[src/sv/mwf_pkg.sv]
package mwf_pkg;

	// Field widths fixed by the stream format
	localparam int CMD_W    = 2;
	localparam int REQ_W    = 8;
	localparam int STATUS_W = 3;
	localparam int TID_W    = 8;
	localparam int S_DATA_W = 16;
	localparam int M_DATA_W = 24;

	// Defaults for the top-level parameters
	localparam int DEF_MAX_WAITERS    = 16;
	localparam int DEF_THREAD_ID_BITS = 8;

	// Request commands
	localparam logic [CMD_W-1:0] CMD_LOCK     = 2'd0;
	localparam logic [CMD_W-1:0] CMD_TRY_LOCK = 2'd1;
	localparam logic [CMD_W-1:0] CMD_UNLOCK   = 2'd2;

	// Result status codes
	localparam logic [STATUS_W-1:0] ST_GRANTED    = 3'd0;
	localparam logic [STATUS_W-1:0] ST_QUEUED     = 3'd1;
	localparam logic [STATUS_W-1:0] ST_BUSY       = 3'd2;
	localparam logic [STATUS_W-1:0] ST_NOT_OWNER  = 3'd3;
	localparam logic [STATUS_W-1:0] ST_RELEASED   = 3'd4;
	localparam logic [STATUS_W-1:0] ST_HANDED_OFF = 3'd5;
	localparam logic [STATUS_W-1:0] ST_QUEUE_FULL = 3'd6;

	// Commands from the controller to the datapath
	typedef struct packed {
		logic load_req;   // capture the incoming request
		logic exec;       // apply the request and load the result register
	} ctl_t;

endpackage

[src/sv/mutex_with_fifo_waiters_top.sv]
// Hardware mutex with a FIFO of waiting threads. Each input item carries a
// command (lock, try lock, unlock) and the requesting thread's id, and each
// one yields exactly one result item: a status code, the id of a waiter that
// was handed the mutex (if any), and the owner after the request. Unlock by
// the owner hands the mutex directly to the oldest waiter, if there is one.
// An accepted item passes through the queue read step, then the execute
// step, which loads the result register; the queue memory's registered read
// of the oldest waiter is why the read step is needed. The block takes one
// item at a time and is back in its idle state, ready to accept the next,
// once the result is loaded. A loaded result waits in its own register, so a
// stalled result side delays only the execute step of the next item.
// The waiter queue needs no clearing after reset.
module mutex_with_fifo_waiters_top #(
	parameter int MAX_WAITERS    = mwf_pkg::DEF_MAX_WAITERS,
	parameter int THREAD_ID_BITS = mwf_pkg::DEF_THREAD_ID_BITS
) (
	input  logic                          clk,
	input  logic                          arst_n,
	// requests
	input  logic                          s_tvalid,
	output logic                          s_tready,
	input  logic [mwf_pkg::S_DATA_W-1:0]  s_tdata,  // cmd[1:0], requester[9:2], zero pad
	// results
	output logic                          m_tvalid,
	input  logic                          m_tready,
	output logic [mwf_pkg::M_DATA_W-1:0]  m_tdata   // status[2:0], woken_valid[3],
	                                                // woken_thread[11:4], holder[19:12],
	                                                // held[20], zero pad
);

	mwf_pkg::ctl_t                ctl;
	logic [mwf_pkg::STATUS_W-1:0] status;
	logic                         woken_valid;
	logic [mwf_pkg::TID_W-1:0]    woken_thread;
	logic [mwf_pkg::TID_W-1:0]    holder;
	logic                         held;

	// Sequence each item: accept, read the head waiter, execute
	mwf_ctrl u_ctrl (
		.clk      (clk),
		.arst_n   (arst_n),
		.s_tvalid (s_tvalid),
		.m_tready (m_tready),
		.s_tready (s_tready),
		.m_tvalid (m_tvalid),
		.ctl      (ctl)
	);

	// Mutex state, waiter queue and result register
	mwf_dp #(
		.MAX_WAITERS    (MAX_WAITERS),
		.THREAD_ID_BITS (THREAD_ID_BITS)
	) u_dp (
		.clk          (clk),
		.arst_n       (arst_n),
		.ctl          (ctl),
		.cmd          (s_tdata[1:0]),
		.requester    (s_tdata[9:2]),
		.status       (status),
		.woken_valid  (woken_valid),
		.woken_thread (woken_thread),
		.holder       (holder),
		.held         (held)
	);

	// Pack the result item, zero pad to whole bytes
	assign m_tdata = {3'b000, held, holder, woken_thread, woken_valid, status};

	// A released mutex reports no holder
	assert property (@(posedge clk) disable iff (!arst_n)
		m_tvalid && !m_tdata[20] |-> m_tdata[19:12] == 8'd0)
		else $error("holder nonzero while mutex free");

	// A woken waiter only comes with a hand-off
	assert property (@(posedge clk) disable iff (!arst_n)
		m_tvalid && m_tdata[3] |-> m_tdata[2:0] == mwf_pkg::ST_HANDED_OFF && m_tdata[20])
		else $error("woken waiter without hand-off");

	// One item at a time: no new request right after one is taken
	assert property (@(posedge clk) disable iff (!arst_n)
		s_tvalid && s_tready |=> !s_tready)
		else $error("request accepted while another is in flight");

	// Never execute while a request may still be taken
	assert property (@(posedge clk) disable iff (!arst_n)
		ctl.exec |-> !s_tready && !ctl.load_req)
		else $error("execute overlaps request capture");

endmodule

[src/sv/mwf_ctrl.sv]
module mwf_ctrl (
	input  logic          clk,
	input  logic          arst_n,
	input  logic          s_tvalid,
	input  logic          m_tready,
	output logic          s_tready,
	output logic          m_tvalid,
	output mwf_pkg::ctl_t ctl
);

	localparam logic [1:0] S_IDLE = 2'd0;
	localparam logic [1:0] S_READ = 2'd1;
	localparam logic [1:0] S_EXEC = 2'd2;

	logic [1:0] state_q;
	logic [1:0] state_d;
	logic       out_valid_q;
	logic       out_free;

	assign out_free     = !out_valid_q || m_tready;
	assign s_tready     = (state_q == S_IDLE);
	assign m_tvalid     = out_valid_q;
	assign ctl.load_req = s_tready && s_tvalid;
	assign ctl.exec     = (state_q == S_EXEC) && out_free;

	always_comb begin
		state_d = state_q;
		case (state_q)
			S_IDLE: begin
				if (s_tvalid) state_d = S_READ;
			end
			S_READ: begin
				state_d = S_EXEC;
			end
			S_EXEC: begin
				// hold until the result register can take the new item
				if (out_free) state_d = S_IDLE;
			end
			default: begin
				state_d = S_IDLE;
			end
		endcase
	end

	always_ff @(posedge clk or negedge arst_n) begin
		if (!arst_n) begin
			state_q     <= S_IDLE;
			out_valid_q <= 1'b0;
		end else begin
			state_q <= state_d;
			if (ctl.exec) out_valid_q <= 1'b1;
			else if (m_tready) out_valid_q <= 1'b0;
		end
	end

endmodule

[src/sv/mwf_dp.sv]
module mwf_dp #(
	parameter int MAX_WAITERS    = mwf_pkg::DEF_MAX_WAITERS,
	parameter int THREAD_ID_BITS = mwf_pkg::DEF_THREAD_ID_BITS
) (
	input  logic                          clk,
	input  logic                          arst_n,
	input  mwf_pkg::ctl_t                 ctl,
	input  logic [mwf_pkg::CMD_W-1:0]     cmd,
	input  logic [mwf_pkg::REQ_W-1:0]     requester,
	output logic [mwf_pkg::STATUS_W-1:0]  status,
	output logic                          woken_valid,
	output logic [mwf_pkg::TID_W-1:0]     woken_thread,
	output logic [mwf_pkg::TID_W-1:0]     holder,
	output logic                          held
);

	localparam int AW = (MAX_WAITERS > 1) ? $clog2(MAX_WAITERS) : 1;
	localparam int CW = $clog2(MAX_WAITERS + 1);
	localparam logic [AW-1:0] LAST_SLOT = AW'(MAX_WAITERS - 1);
	localparam logic [CW-1:0] FULL_CNT  = CW'(MAX_WAITERS);

	logic [THREAD_ID_BITS-1:0] mem [MAX_WAITERS];
	logic [THREAD_ID_BITS-1:0] rd_q;

	logic [mwf_pkg::CMD_W-1:0] cmd_q;
	logic [THREAD_ID_BITS-1:0] who_q;
	logic                      locked_q;
	logic [THREAD_ID_BITS-1:0] owner_q;
	logic [AW-1:0]             head_q;
	logic [AW-1:0]             tail_q;
	logic [CW-1:0]             count_q;

	logic [mwf_pkg::STATUS_W-1:0] st_d;
	logic                         locked_d;
	logic [THREAD_ID_BITS-1:0]    owner_d;
	logic                         push;
	logic                         pop;
	logic [AW-1:0]                head_nx;
	logic [AW-1:0]                tail_nx;

	assign head_nx = (head_q == LAST_SLOT) ? '0 : head_q + AW'(1);
	assign tail_nx = (tail_q == LAST_SLOT) ? '0 : tail_q + AW'(1);

	always_comb begin
		st_d     = mwf_pkg::ST_BUSY;
		locked_d = locked_q;
		owner_d  = owner_q;
		push     = 1'b0;
		pop      = 1'b0;
		case (cmd_q)
			mwf_pkg::CMD_LOCK: begin
				if (!locked_q) begin
					locked_d = 1'b1;
					owner_d  = who_q;
					st_d     = mwf_pkg::ST_GRANTED;
				end else if (count_q != FULL_CNT) begin
					push = 1'b1;
					st_d = mwf_pkg::ST_QUEUED;
				end else begin
					st_d = mwf_pkg::ST_QUEUE_FULL;
				end
			end
			mwf_pkg::CMD_TRY_LOCK: begin
				if (!locked_q) begin
					locked_d = 1'b1;
					owner_d  = who_q;
					st_d     = mwf_pkg::ST_GRANTED;
				end
			end
			mwf_pkg::CMD_UNLOCK: begin
				if (!locked_q || owner_q != who_q) begin
					st_d = mwf_pkg::ST_NOT_OWNER;
				end else if (count_q != '0) begin
					// hand the mutex straight to the oldest waiter
					pop     = 1'b1;
					owner_d = rd_q;
					st_d    = mwf_pkg::ST_HANDED_OFF;
				end else begin
					locked_d = 1'b0;
					owner_d  = '0;
					st_d     = mwf_pkg::ST_RELEASED;
				end
			end
			default: begin
				st_d = mwf_pkg::ST_BUSY;
			end
		endcase
	end

	// Queue storage: write at tail, registered read at head
	always_ff @(posedge clk) begin
		if (ctl.exec && push) mem[tail_q] <= who_q;
		rd_q <= mem[head_q];
	end

	always_ff @(posedge clk) begin
		if (ctl.load_req) begin
			cmd_q <= cmd;
			who_q <= THREAD_ID_BITS'(requester);
		end
		if (ctl.exec) begin
			status       <= st_d;
			woken_valid  <= pop;
			woken_thread <= pop ? mwf_pkg::TID_W'(rd_q) : '0;
			holder       <= locked_d ? mwf_pkg::TID_W'(owner_d) : '0;
			held         <= locked_d;
		end
	end

	always_ff @(posedge clk or negedge arst_n) begin
		if (!arst_n) begin
			locked_q <= 1'b0;
			owner_q  <= '0;
			head_q   <= '0;
			tail_q   <= '0;
			count_q  <= '0;
		end else if (ctl.exec) begin
			locked_q <= locked_d;
			owner_q  <= owner_d;
			if (push) begin
				tail_q  <= tail_nx;
				count_q <= count_q + CW'(1);
			end
			if (pop) begin
				head_q  <= head_nx;
				count_q <= count_q - CW'(1);
			end
		end
	end

endmodule

[config.mk]
export PLATFORM = sky130hd
export DESIGN_NAME = mutex_with_fifo_waiters_top
export DESIGN_NICKNAME = d
export VERILOG_FILES = /design/src/sv/mwf_pkg.sv /design/src/sv/mutex_with_fifo_waiters_top.sv /design/src/sv/mwf_ctrl.sv /design/src/sv/mwf_dp.sv
export SDC_FILE = /design/constraint.sdc
export NUM_CORES = 1
export LEC_CHECK = 0
export BUFFER_PORTS_ARGS = -buffer_cell sky130_fd_sc_hd__buf_4
export CAP_MARGIN = 20
export CORE_MARGIN = 10
export CORE_UTILIZATION = 60
export CTS_CLUSTER_DIAMETER = 60
export CTS_CLUSTER_SIZE = 10
export DETAILED_ROUTE_END_ITERATION = 16
export MAX_ROUTING_LAYER = met4
export PLACE_DENSITY = 0.91
export REMOVE_ABC_BUFFERS = 1
export SYNTH_ARGS = -nofsm -noshare
export SYNTH_HDL_FRONTEND = slang
export SYNTH_SLANG_ARGS = --single-unit
[constraint.sdc]
create_clock -name clk -period 6.56 [get_ports clk]
set_clock_uncertainty 0.05 [all_clocks]
set_input_delay 0.656 -clock clk [delete_from_list [all_inputs] [get_ports clk]]
set_output_delay 0.656 -clock clk [all_outputs]
set_load 0.05 [all_outputs]
==> results of run 1 <==
## metrics by stage
stage          util (%)  worst slack (ps)  instance area [µm²]  hold WS (ps)
5_1_grt            69.6              2640                 8860           106
3_5_place_dp       64.9              3050                 8260           451
2_1_floorplan         -              3730                 7740           310
6_report           69.6              2850                 8860          90.9
3_3_place_gp       64.8              3140                 8250           447
4_1_cts            69.6              2970                 8860          96.2
## layer usage
layer	track usage, %	part of all wire [%]
met1	23.7	37
met2	30.2	50
met3	5.27	9.5
met4	9.07	3.4
met5	-	0
## registers in the layout (all words and copies together) (netlist names)
| name | flops |
|---|---|
| u_ctrl.m_tvalid | 1 |
| u_ctrl.state_q | 2 |
| u_dp.cmd_q | 2 |
| u_dp.count_q | 5 |
| u_dp.head_q | 4 |
| u_dp.held | 1 |
| u_dp.holder | 8 |
| u_dp.locked_q | 1 |
| u_dp.mem | 128 |
| u_dp.owner_q | 8 |
| u_dp.rd_q | 8 |
| u_dp.status | 3 |
| u_dp.tail_q | 4 |
| u_dp.who_q | 8 |
| u_dp.woken_thread | 8 |
| u_dp.woken_valid | 1 |
## kinds of logic after synthesis
kind of cell,count (synthesis)
xor gates and xnor gates,15
DFF,192
adders and majority gates,7
AOI/OAI and AO/OA,94
other,1
muxes,52
buffers and inverters,29
and+or+nand+nor,104
## worst max path at each step
stage,to,slack (ps),cells after the start
finish,u_dp.count_q[4],2850,11
global route,u_dp.count_q[4],2640,11
CTS,u_dp.count_q[4],2970,11
detailed placement,u_dp.count_q[4],3050,11
global placement,u_dp.count_q[4],3140,11
floorplan,u_dp.rd_q[0],3730,3
## cell usage in the layout (no fill, tap or decap), drive strengths merged, types with 2 or more instances in the layout
| cell type | n |
|---|---|
| a21oi | 27 |
| a221oi | 10 |
| a22oi | 10 |
| and2 | 19 |
| and2b | 2 |
| and3 | 12 |
| buf | 40 |
| bufinv | 3 |
| clkbuf | 22 |
| clkinv | 6 |
| conb | 3 |
| dfrtp | 25 |
| dfxtp | 8 |
| edfxtp | 159 |
| ha | 7 |
| inv | 5 |
| mux2 | 11 |
| mux2i | 25 |
| mux4 | 16 |
| nand2 | 28 |
| nand2b | 7 |
| nand3 | 8 |
| nand4 | 2 |
| nor2 | 9 |
| nor2b | 4 |
| nor3 | 2 |
| nor4 | 2 |
| o21ai | 31 |
| o2bb2ai | 5 |
| o31ai | 3 |
| or2 | 2 |
| or3 | 2 |
| xnor2 | 11 |
| xor2 | 4 |
## worst max-delay path, delay by kind of cell, from the launching register on
family,cells,cell delay [ps]
compound gates,2,390
simple gates,5,1510
flops,1,900
xor+xnor,3,520
fa+ha+maj,1,260
## power by group through the flow
| stage | registers (mW) | clock network [mW] | logic [mW] |
|---|---|---|---|
| 3_5_place_dp | 1.55 | 0 | 0.374 |
| 2_1_floorplan | 1.59 | 0 | 0.195 |
| 5_1_grt | 1.54 | 1.09 | 0.409 |
| 3_3_place_gp | 1.54 | 0 | 0.355 |
| 6_report | 1.53 | 1.03 | 0.381 |
| 4_1_cts | 1.53 | 1.04 | 0.380 |
## final cells by class
class / count / share of cell area [%]
Sequential cell: 192 / 62.8
Timing Repair Buffer: 40 / 3.43
Clock buffer: 22 / 5.24
Tap cell: 172 / 2.43
Multi-Input combinational cell: 275 / 24.4
Inverter: 5 / 0.212
Clock inverter: 10 / 1.51
==> metrics.md, run 1 <==
| Metric | Value |
|---|---|
| Run status | `complete, no violations` |
| Final critical delay including setup and external delays | `3710 ps` |
| Worst endpoint required time | `6860 ps` |
| Launching instance or port of the critical path | `u_dp.who_q[3]` |
| Nature of the critical path startpoint | `flop` |
| Post-CTS sizing | `0` |
| Netlist area before placement | `7850 µm²` |
| Final global-route overflow total | `0` |
| Buffers from clock root to sink, at most | `2` |
| Vias per cell | `6.40` |
| End of the worst register-to-register path | `u_dp.count_q[4]` |
| Simple-Gate Fraction of Synth Area | `7.49%` |
| Fraction of power consumed by the clock network | `35.1%` |
| Post-CTS repair timing setup buffer count | `0` |
| Post-detail-place hpwl | `10.5 mm` |
| Quantity of hold-fixing buffers added after cts | `0` |
| Share of cells above drive strength 1 | `19.7%` |
| Root Buffer Master | `clkbuf_16` |
| Clock-pin slew of the registers on the worst-case setup and hold paths | `60 ps` |
| Wirelength per Cell | `23.3 µm` |
| Hold Violations, Final | `0` |
| Final setup vio count | `0` |
| Synthesized instance count | `494` |
| Peak supply drop | `0.000286 V` |
| Internal Pwr Total | `2.18 mW` |
| Area enclosed by the die boundary | `18100 µm²` |
| Maximum level of the CTS H-tree | `4` |
| Post-synth top cells | `edfxtp_1, o21ai_0, nand2_1` |
| Placeable Area | `12700 µm²` |
| Power per cell area | `333 nW/µm²` |
| X dimension of the die | `134 µm` |
| Largest net degree at the start of global routing | `54` |
| Final standard cell count with taps included and fillers excluded | `716` |
| Post-synth cell types | `54` |
| Area occupied by multi-input gates | `2160 µm²` |
| Peak clock frequency supported by timing | `269 MHz` |
| CP max-delay cell | `edfxtp_1` |
| Site Rows | `41` |
| Share of the cycle needed by the critical path after routing | `56.6%` |
| Synth Area per Inst | `15.9 µm²` |
| Combinational group share of total power | `12.9%` |
| Total iterations of the first detailed-routing run | `5` |
| YS warnings | `0` |
| DP Cell Count | `684` |
| Inserted Clock Buffers | `17` |
| Count of fill cells added during filler insertion | `804` |
| Violation count after the first detailed-routing iteration | `596` |
| Area of all sequential standard cells | `5560 µm²` |
| Arr. time, crit path | `4010 ps` |
| Insertion delay to the later sink of the worst-skew pair | `430 ps` |
| Multiplexer area fraction after synthesis | `9.36%` |
| Slew Limit Headroom | `38.0%` |
| Number of maximum-capacitance constraint violations | `0` |
| Power Total | `2.95 mW` |
| Total number of nets in the final design | `558` |
| Dominant cell type by area after synthesis | `edfxtp_1` |
| Count of clock tree sinks | `192` |
| Routability-driven placement congestion ratio | `0.917` |
| Antenna diodes | `0` |
| Predominant post-synthesis flop cell | `edfxtp_1` |
| Port Buffers | `36` |
| Classification of the worst setup path | `reg -> reg` |
| Wire length of the first global-routing pass | `26.0 mm` |
| Delay of the slowest critical-path stage | `900 ps` |
| Clock tree from TritonCTS | `done` |
| Main combinational cell family by area after synthesis | `multiplexers` |
| Register share of total power | `52.0%` |
| Fraction of post-synthesis cell area in the top cell type by area | `60.8%` |
| Initial antenna violation count | `0` |
| I/O Pins | `46` |
| Kind of path behind the tightest hold check | `in -> async` |
| Sequential-to-total area share from yosys stat | `70.9%` |
| Worst-margin pin slew | `929 ps` |
| Vias | `4580` |
| Switching power total | `0.767 mW` |
| Worst reg2reg startpoint | `u_dp.who_q[3]` |
| Vertical die dimension | `134 µm` |
| Final Max Tran Viols | `0` |
| Worst Reg-to-Reg Cells | `11` |
| Total length of routed wires | `16.7 mm` |
| Number of enable-type register cells in the synthesized netlist | `159` |
| CP Max Fanout | `18` |
| Asr flop ratio synth | `13.0%` |
| Initial standard-cell utilization of the core | `61.7%` |
| Sequence of cells on the critical path | `xnor2_1 -> nand4_1 -> or3_4 -> nor2_1 -> xor2_1 -> ha_1 -> or3_1 -> a21oi_1 -> nand3_1 -> a21oi_1 -> xor2_1` |
| Flop2flop setup slack | `2850 ps` |
| Synthesized-area fraction occupied by xor and xnor cells | `1.67%` |
| Via count of the first global-routing pass | `4575` |
| Dominant cell by count in the synthesized netlist | `edfxtp_1` |
| Critical Path End Type | `flop` |
| Synth Register Bits | `192` |
| Largest cells by area after synthesis | `edfxtp_1, dfrtp_1, mux4_2, mux2i_1, dfxtp_1` |
| Setup repair after global routing missed its margin | `false` |
| Switching Share | `26.0%` |
| Fraction of the mapped netlist area in compound gates | `7.72%` |
| Antenna violation net count after detailed routing | `0` |
| GRT Resource Usage Total | `19.6%` |
| Area growth from synthesis to layout | `12.9%` |
| DRC viols | `0` |
| Post-synthesis adder-cell area fraction | `1.12%` |
| Setup TNS Final | `0 ps` |
| Static Leak | `3.02 nW` |
(Power assumes the default switching activity.)
==> run 2, diff against run 1 <==
Clock period 6.56 ns to 3.65 ns, I/O delays scaled along.
==> run 2 against run 1 <==
Against the previous run: core utilization is 0.26 points higher; worst setup slack lost 2400 ps; power grew 78%; sequential share of layout area decreased by 0.23 points; first-iteration DRC count rose by 13%; maximum frequency increased by 14%; clock power grew 70%; critical endpoint unchanged; via count rose by 1.3%; critical path depth unchanged; die area unchanged; clock-buffer cell count shrank 3; hold slack got worse by 31 ps.
==> metrics.md, run 2 (synthesis results as in run 1) <==
| Metric | Value |
|---|---|
| Worst reg2reg startpoint | `u_dp.owner_q[3] (was u_dp.who_q[3])` |
| Via count of the first global-routing pass | `4802 (was 4575)` |
| Total number of nets in the final design | `569 (was 558)` |
| Final setup vio count | `0 (unchanged)` |
| Peak supply drop | `0.000355 V (was 0.000286 V)` |
| Largest net degree at the start of global routing | `36 (was 54)` |
| X dimension of the die | `134 µm (unchanged)` |
| Area growth from synthesis to layout | `13.3% (was 12.9%)` |
| Post-detail-place hpwl | `11.0 mm (was 10.5 mm)` |
| Run status | `complete, no violations (unchanged)` |
| Commonest cells after routing, fill and taps aside | `edfxtp_1, buf_4, o21ai_0 (unchanged)` |
| Initial antenna violation count | `0 (unchanged)` |
| Worst Reg-to-Reg Cells | `11 (unchanged)` |
| Flop2flop setup slack | `400 ps (was 2850 ps)` |
| Final Max Tran Viols | `0 (unchanged)` |
| Critical Path End Type | `flop (unchanged)` |
| Clock-pin slew of the registers on the worst-case setup and hold paths | `70 ps (was 60 ps)` |
| Max FFs per register | `128 (unchanged)` |
| Maximum level of the CTS H-tree | `4 (unchanged)` |
| Antenna violation net count after detailed routing | `0 (unchanged)` |
| Final critical delay including setup and external delays | `3250 ps (was 3710 ps)` |
| Vertical die dimension | `134 µm (unchanged)` |
| Worst hold path cell count | `1` |
| Site Rows | `41 (unchanged)` |
| DRC viols | `0 (unchanged)` |
| Inserted Clock Buffers | `17 (unchanged)` |
| Worst-margin pin slew | `1050 ps (was 929 ps)` |
| Wire length of the first global-routing pass | `28.2 mm (was 26.0 mm)` |
| Share of the cycle needed by the critical path after routing | `89.0% (was 56.6%)` |
| Root Buffer Master | `clkbuf_16 (unchanged)` |
| Setup TNS Final | `0 ps (unchanged)` |
| Most common cell after layout, fill and taps aside | `edfxtp_1 (unchanged)` |
| Routability-driven placement congestion ratio | `0.929 (was 0.917)` |
| Final worst-path setup slack | `403 ps (was 2850 ps)` |
| Initial standard-cell utilization of the core | `61.7% (unchanged)` |
| Classification of the worst setup path | `reg -> reg (unchanged)` |
| Setup slack at placement | `632 ps (was 3050 ps)` |
| Power per cell area | `589 nW/µm² (was 333 nW/µm²)` |
| Placeable Area | `12700 µm² (unchanged)` |
| Buffers from clock root to sink, at most | `2 (unchanged)` |
| Quantity of hold-fixing buffers added after cts | `1 (was 0)` |
| Delay of the slowest critical-path stage | `460 ps (was 900 ps)` |
| Vias per cell | `6.38 (was 6.40)` |
| Arr. time, crit path | `3550 ps (was 4010 ps)` |
| Setup repair after global routing missed its margin | `false (unchanged)` |
| Slew Limit Headroom | `29.8% (was 38.0%)` |
| Area enclosed by the die boundary | `18100 µm² (unchanged)` |
| Hold Violations, Final | `0 (unchanged)` |
| Insertion delay to the later sink of the worst-skew pair | `430 ps (about the same)` |
| Total iterations of the first detailed-routing run | `5 (unchanged)` |
| Violation count after the first detailed-routing iteration | `673 (was 596)` |
| Antenna diodes | `0 (unchanged)` |
| Post-CTS repair timing setup buffer count | `0 (unchanged)` |
| Number of maximum-capacitance constraint violations | `0 (unchanged)` |
| Kind of path behind the tightest hold check | `in -> reg (was in -> async)` |
| Port Buffers | `36 (unchanged)` |
| Clock tree from TritonCTS | `done (unchanged)` |
| Worst endpoint required time | `3950 ps (was 6860 ps)` |
| Endpoint of the worst hold path | `u_dp.who_q[5]` |
| Wirelength per Cell | `25.0 µm (was 23.3 µm)` |
| Peak clock frequency supported by timing | `308 MHz (was 269 MHz)` |
| CP Max Fanout | `6 (was 18)` |
| Critical hold path startpoint | `s_tdata[7]` |
| Most flops, register | `u_dp.mem (unchanged)` |
| Post-CTS sizing | `0 (unchanged)` |
| Vias | `4641 (was 4580)` |
| Final global-route overflow total | `0 (unchanged)` |
| End of the worst register-to-register path | `u_dp.count_q[4] (unchanged)` |
| Sequence of cells on the critical path | `xnor2_1 -> nand4_1 -> or3_4 -> nor2_1 -> xor2_1 -> ha_1 -> or3_1 -> a21oi_1 -> nand3_1 -> a21oi_1 -> xor2_1 (unchanged)` |
| Nature of the critical path startpoint | `flop (unchanged)` |
| Minimum hold slack | `60.1 ps (was 90.9 ps)` |
| Count of clock tree sinks | `192 (unchanged)` |
| Share of cells above drive strength 1 | `21.1% (was 19.7%)` |
| Total length of routed wires | `18.1 mm (was 16.7 mm)` |
| Static Leak | `3.04 nW (was 3.02 nW)` |
| I/O Pins | `46 (unchanged)` |
| CP max-delay cell | `dfrtp_1 (was edfxtp_1)` |
| GRT Resource Usage Total | `21.2% (was 19.6%)` |
[run 2: cell types whose count changed in the layout (fill, tap and decap cells not counted), moves of 2 or more]
| cell | change |
|---|---|
| bufinv_16 | -2 |
| buf_4 | +11 |
| clkinvlp_4 | +2 |
| clkbuf_8 | -2 |
| clkinv_4 | +3 |
[run 2: routing by layer]
metal | share of wire (%) | vias up | global-route usage (%)
met1 | 38 | 2312 | 25.0
met3 | 8.5 | 48 | 5.38
met2 | 51 | 282 | 34.2
met4 | 2.7 | 0 | 8.34
met5 | 0 | - | -
li1 | - | 1999 | -
[run 2: worst max-delay path: cells and delay by family, from the launching register on]
kind,cells,cell delay (ps)
AOI/OAI and AO/OA,2,390
xor gates and xnor gates,3,550
adders and majority gates,1,270
DFF,1,460
and+or+nand+nor,5,1450
[run 2: power breakdown]
group          internal [mW]  switching [mW]
clock                  0.941           0.807
sequential              2.57           0.146
combinational          0.251           0.528
total                   3.76            1.48
[run 2: worst max path at each step]
| stage | start | endpoint |
|---|---|---|
| after CTS | u_dp.owner_q[3] | u_dp.count_q[4] |
| after detailed placement | u_dp.owner_q[7] | u_dp.count_q[4] |
| after floorplan | u_dp.head_q[0] | u_dp.rd_q[0] |
| final | u_dp.owner_q[3] | u_dp.count_q[4] |
| after global routing | u_dp.owner_q[3] | u_dp.count_q[4] |
| after global placement | u_dp.owner_q[0] | u_dp.count_q[4] |
[run 2: final cells by class]
class                           instances  area, µm²
Clock buffer                           19        433
Clock inverter                         13        116
Fill cell                             773       3830
Inverter                                5       18.8
Multi-Input combinational cell        275       2160
Sequential cell                       192       5560
Tap cell                              172        215
Timing Repair Buffer                   51        385
[run 2: metrics by stage]
step	utilization [%]	power, mW	cell area (µm²)	std cells
final	69.9	5.24	8890	727
after global routing	69.9	5.38	8890	727
after CTS	69.9	5.22	8890	727
after detailed placement	65.5	3.49	8330	694
after global placement	65.5	3.43	8330	694
after floorplan	-	3.21	7740	472
==> run 3, diff against run 2 <==
Settings changed: CAP_MARGIN 20 to 25, CORE_UTILIZATION 60 to 38, HOLD_SLACK_MARGIN set to 0.15, PLACE_DENSITY 0.91 to 0.66.
==> run 3 against run 2 <==
Against the previous run: combinational power down 3.7%; cell count up 15%; die area up 48%; maximum frequency up 4.4%; sequential cell count unchanged; clock power about the same; register-to-register slack better by 140 ps; non-clock buffer count up 12; critical endpoint unchanged; largest cell class unchanged.
==> metrics.md, run 3 (synthesis results as in run 1) <==
| Metric | Value |
|---|---|
| Vertical die dimension | `164 µm (was 134 µm)` |
| End of the worst register-to-register path | `u_dp.count_q[4] (unchanged)` |
| Initial antenna violation count | `0 (unchanged)` |
| Total length of routed wires | `16.5 mm (was 18.1 mm)` |
| Worst endpoint required time | `3950 ps (about the same)` |
| Setup repair after global routing missed its margin | `false (unchanged)` |
| Critical Path End Type | `flop (unchanged)` |
| Maximum level of the CTS H-tree | `4 (unchanged)` |
| Antenna violation net count after detailed routing | `0 (unchanged)` |
| X dimension of the die | `164 µm (was 134 µm)` |
| Most common cell after layout, fill and taps aside | `edfxtp_1 (unchanged)` |
| Classification of the worst setup path | `reg -> reg (unchanged)` |
| Routability-driven placement congestion ratio | `0.883 (was 0.929)` |
| Final Max Tran Viols | `0 (unchanged)` |
| Number of maximum-capacitance constraint violations | `0 (unchanged)` |
| Most flops, register | `u_dp.mem (unchanged)` |
| Largest net degree at the start of global routing | `33 (was 36)` |
| Static Leak | `3.10 nW (was 3.04 nW)` |
| Flop2flop setup slack | `540 ps (was 400 ps)` |
| Peak clock frequency supported by timing | `321 MHz (was 308 MHz)` |
| Root Buffer Master | `clkbuf_16 (unchanged)` |
| Total number of nets in the final design | `581 (was 569)` |
| Arr. time, crit path | `3420 ps (was 3550 ps)` |
| Final global-route overflow total | `0 (unchanged)` |
| Inserted Clock Buffers | `17 (unchanged)` |
| Buffers from clock root to sink, at most | `2 (unchanged)` |
| Initial standard-cell utilization of the core | `38.7% (was 61.7%)` |
| DRC viols | `0 (unchanged)` |
| Site Rows | `52 (was 41)` |
| Commonest cells after routing, fill and taps aside | `edfxtp_1, buf_4, o21ai_0 (unchanged)` |
| Worst Reg-to-Reg Cells | `11 (unchanged)` |
| Wirelength per Cell | `19.7 µm (was 25.0 µm)` |
| Critical hold path startpoint | `m_tready (was s_tdata[7])` |
| Area enclosed by the die boundary | `26800 µm² (was 18100 µm²)` |
| Worst-margin pin slew | `952 ps (was 1050 ps)` |
| GRT Resource Usage Total | `13.1% (was 21.2%)` |
| Max FFs per register | `128 (unchanged)` |
| Peak supply drop | `0.000313 V (was 0.000355 V)` |
| Worst hold path cell count | `3 (was 1)` |
| Kind of path behind the tightest hold check | `in -> reg (unchanged)` |
| Total iterations of the first detailed-routing run | `7 (was 5)` |
| Endpoint of the worst hold path | `u_ctrl.m_tvalid (was u_dp.who_q[5])` |
| Count of fill cells added during filler insertion | `1756 (was 773)` |
| Vias | `4383 (was 4641)` |
| Nature of the critical path startpoint | `flop (unchanged)` |
| DP Cell Count | `793 (was 694)` |
| Clock tree from TritonCTS | `done (unchanged)` |
| Final setup vio count | `0 (unchanged)` |
| Share of cells above drive strength 1 | `21.3% (was 21.1%)` |
| Via count of the first global-routing pass | `4457 (was 4802)` |
| Antenna diodes | `0 (unchanged)` |
| Slew Limit Headroom | `36.5% (was 29.8%)` |
| I/O Pins | `46 (unchanged)` |
| Wire length of the first global-routing pass | `25.7 mm (was 28.2 mm)` |
| Violation count after the first detailed-routing iteration | `430 (was 673)` |
| Count of clock tree sinks | `192 (unchanged)` |
| Dpl cell area | `8460 µm² (was 8330 µm²)` |
| Insertion delay to the later sink of the worst-skew pair | `440 ps (was 430 ps)` |
| Port Buffers | `36 (unchanged)` |
| Area growth from synthesis to layout | `16.5% (was 13.3%)` |
| Setup TNS Final | `0 ps (unchanged)` |
| CP Max Fanout | `6 (unchanged)` |
| Run status | `complete, no violations (unchanged)` |
| Placeable Area | `20300 µm² (was 12700 µm²)` |
| Hold Violations, Final | `0 (unchanged)` |
| Area of all placed cells without fillers | `9140 µm² (was 8890 µm²)` |
| Clock-pin slew of the registers on the worst-case setup and hold paths | `60 ps (was 70 ps)` |
| Final standard cell count with taps included and fillers excluded | `837 (was 727)` |
| Final critical delay including setup and external delays | `3110 ps (was 3250 ps)` |
| Worst reg2reg startpoint | `u_dp.who_q[6] (was u_dp.owner_q[3])` |
| Vias per cell | `5.24 (was 6.38)` |
| Power per cell area | `568 nW/µm² (was 589 nW/µm²)` |
| Share of the cycle needed by the critical path after routing | `85.2% (was 89.0%)` |
| Post-detail-place hpwl | `11.2 mm (was 11.0 mm)` |
run 3: where the power goes:
group / switching, mW / internal [mW] / total [mW]
Sequential: 0.128 / 2.57 / 2.69
Clock: 0.793 / 0.950 / 1.74
Combinational: 0.494 / 0.256 / 0.750
Total: 1.41 / 3.77 / 5.19
run 3: repair_timing:
item / CTS / global route
hold buffers: 12 / 0
gates resized for setup: 0 / 0
setup buffers: 0 / 0
hold endpoints to repair: 36 / 0
run 3: stage by stage:
step / hold WS, ps / power, mW / setup slack [ps] / utilization (%)
floorplan: 19.4 / 3.21 / 824 / -
global placement: 249 / 3.45 / 628 / 41.7
detailed placement: 262 / 3.48 / 598 / 41.7
CTS: 174 / 5.21 / 563 / 45.0
global route: 227 / 5.38 / 376 / 45.0
finish: 191 / 5.19 / 539 / 45.0
run 3: routing by layer:
layer	GRT usage (%)	vias to the layer above	part of all wire, %
li1	-	2027	-
met1	16.6	2216	44
met2	20.3	123	49
met3	2.83	17	5.3
met4	4.87	0	1.7
met5	-	-	0
run 3: cell type report:
type / count / area, µm² / share of cell area [%]
Inverter: 5 / 18.8 / 0.205
Tap cell: 270 / 338 / 3.70
Sequential cell: 192 / 5560 / 60.8
Clock inverter: 12 / 81.3 / 0.890
Timing Repair Buffer: 63 / 503 / 5.50
Multi-Input combinational cell: 275 / 2160 / 23.6
Clock buffer: 20 / 479 / 5.24
run 3: worst max path at each step:
stage	from	end	slack, ps
after global routing	u_dp.count_q[2]	u_dp.count_q[4]	380
after detailed placement	u_dp.who_q[6]	u_dp.count_q[4]	600
after global placement	u_dp.who_q[3]	u_dp.count_q[4]	630
after CTS	u_dp.who_q[6]	u_dp.count_q[4]	560
after floorplan	u_dp.head_q[0]	u_dp.rd_q[0]	820
final	u_dp.who_q[6]	u_dp.count_q[4]	540
run 3: critical path: stages (launching register included):
cell      delay, ps
edfxtp_1        440
xnor2_1         240
nand4_1         170
or3_4           440
nor2_1          370
xor2_1          120
ha_1            260
or3_1           320
a21oi_1         160
nand3_1          90
a21oi_1         200
xor2_1          170
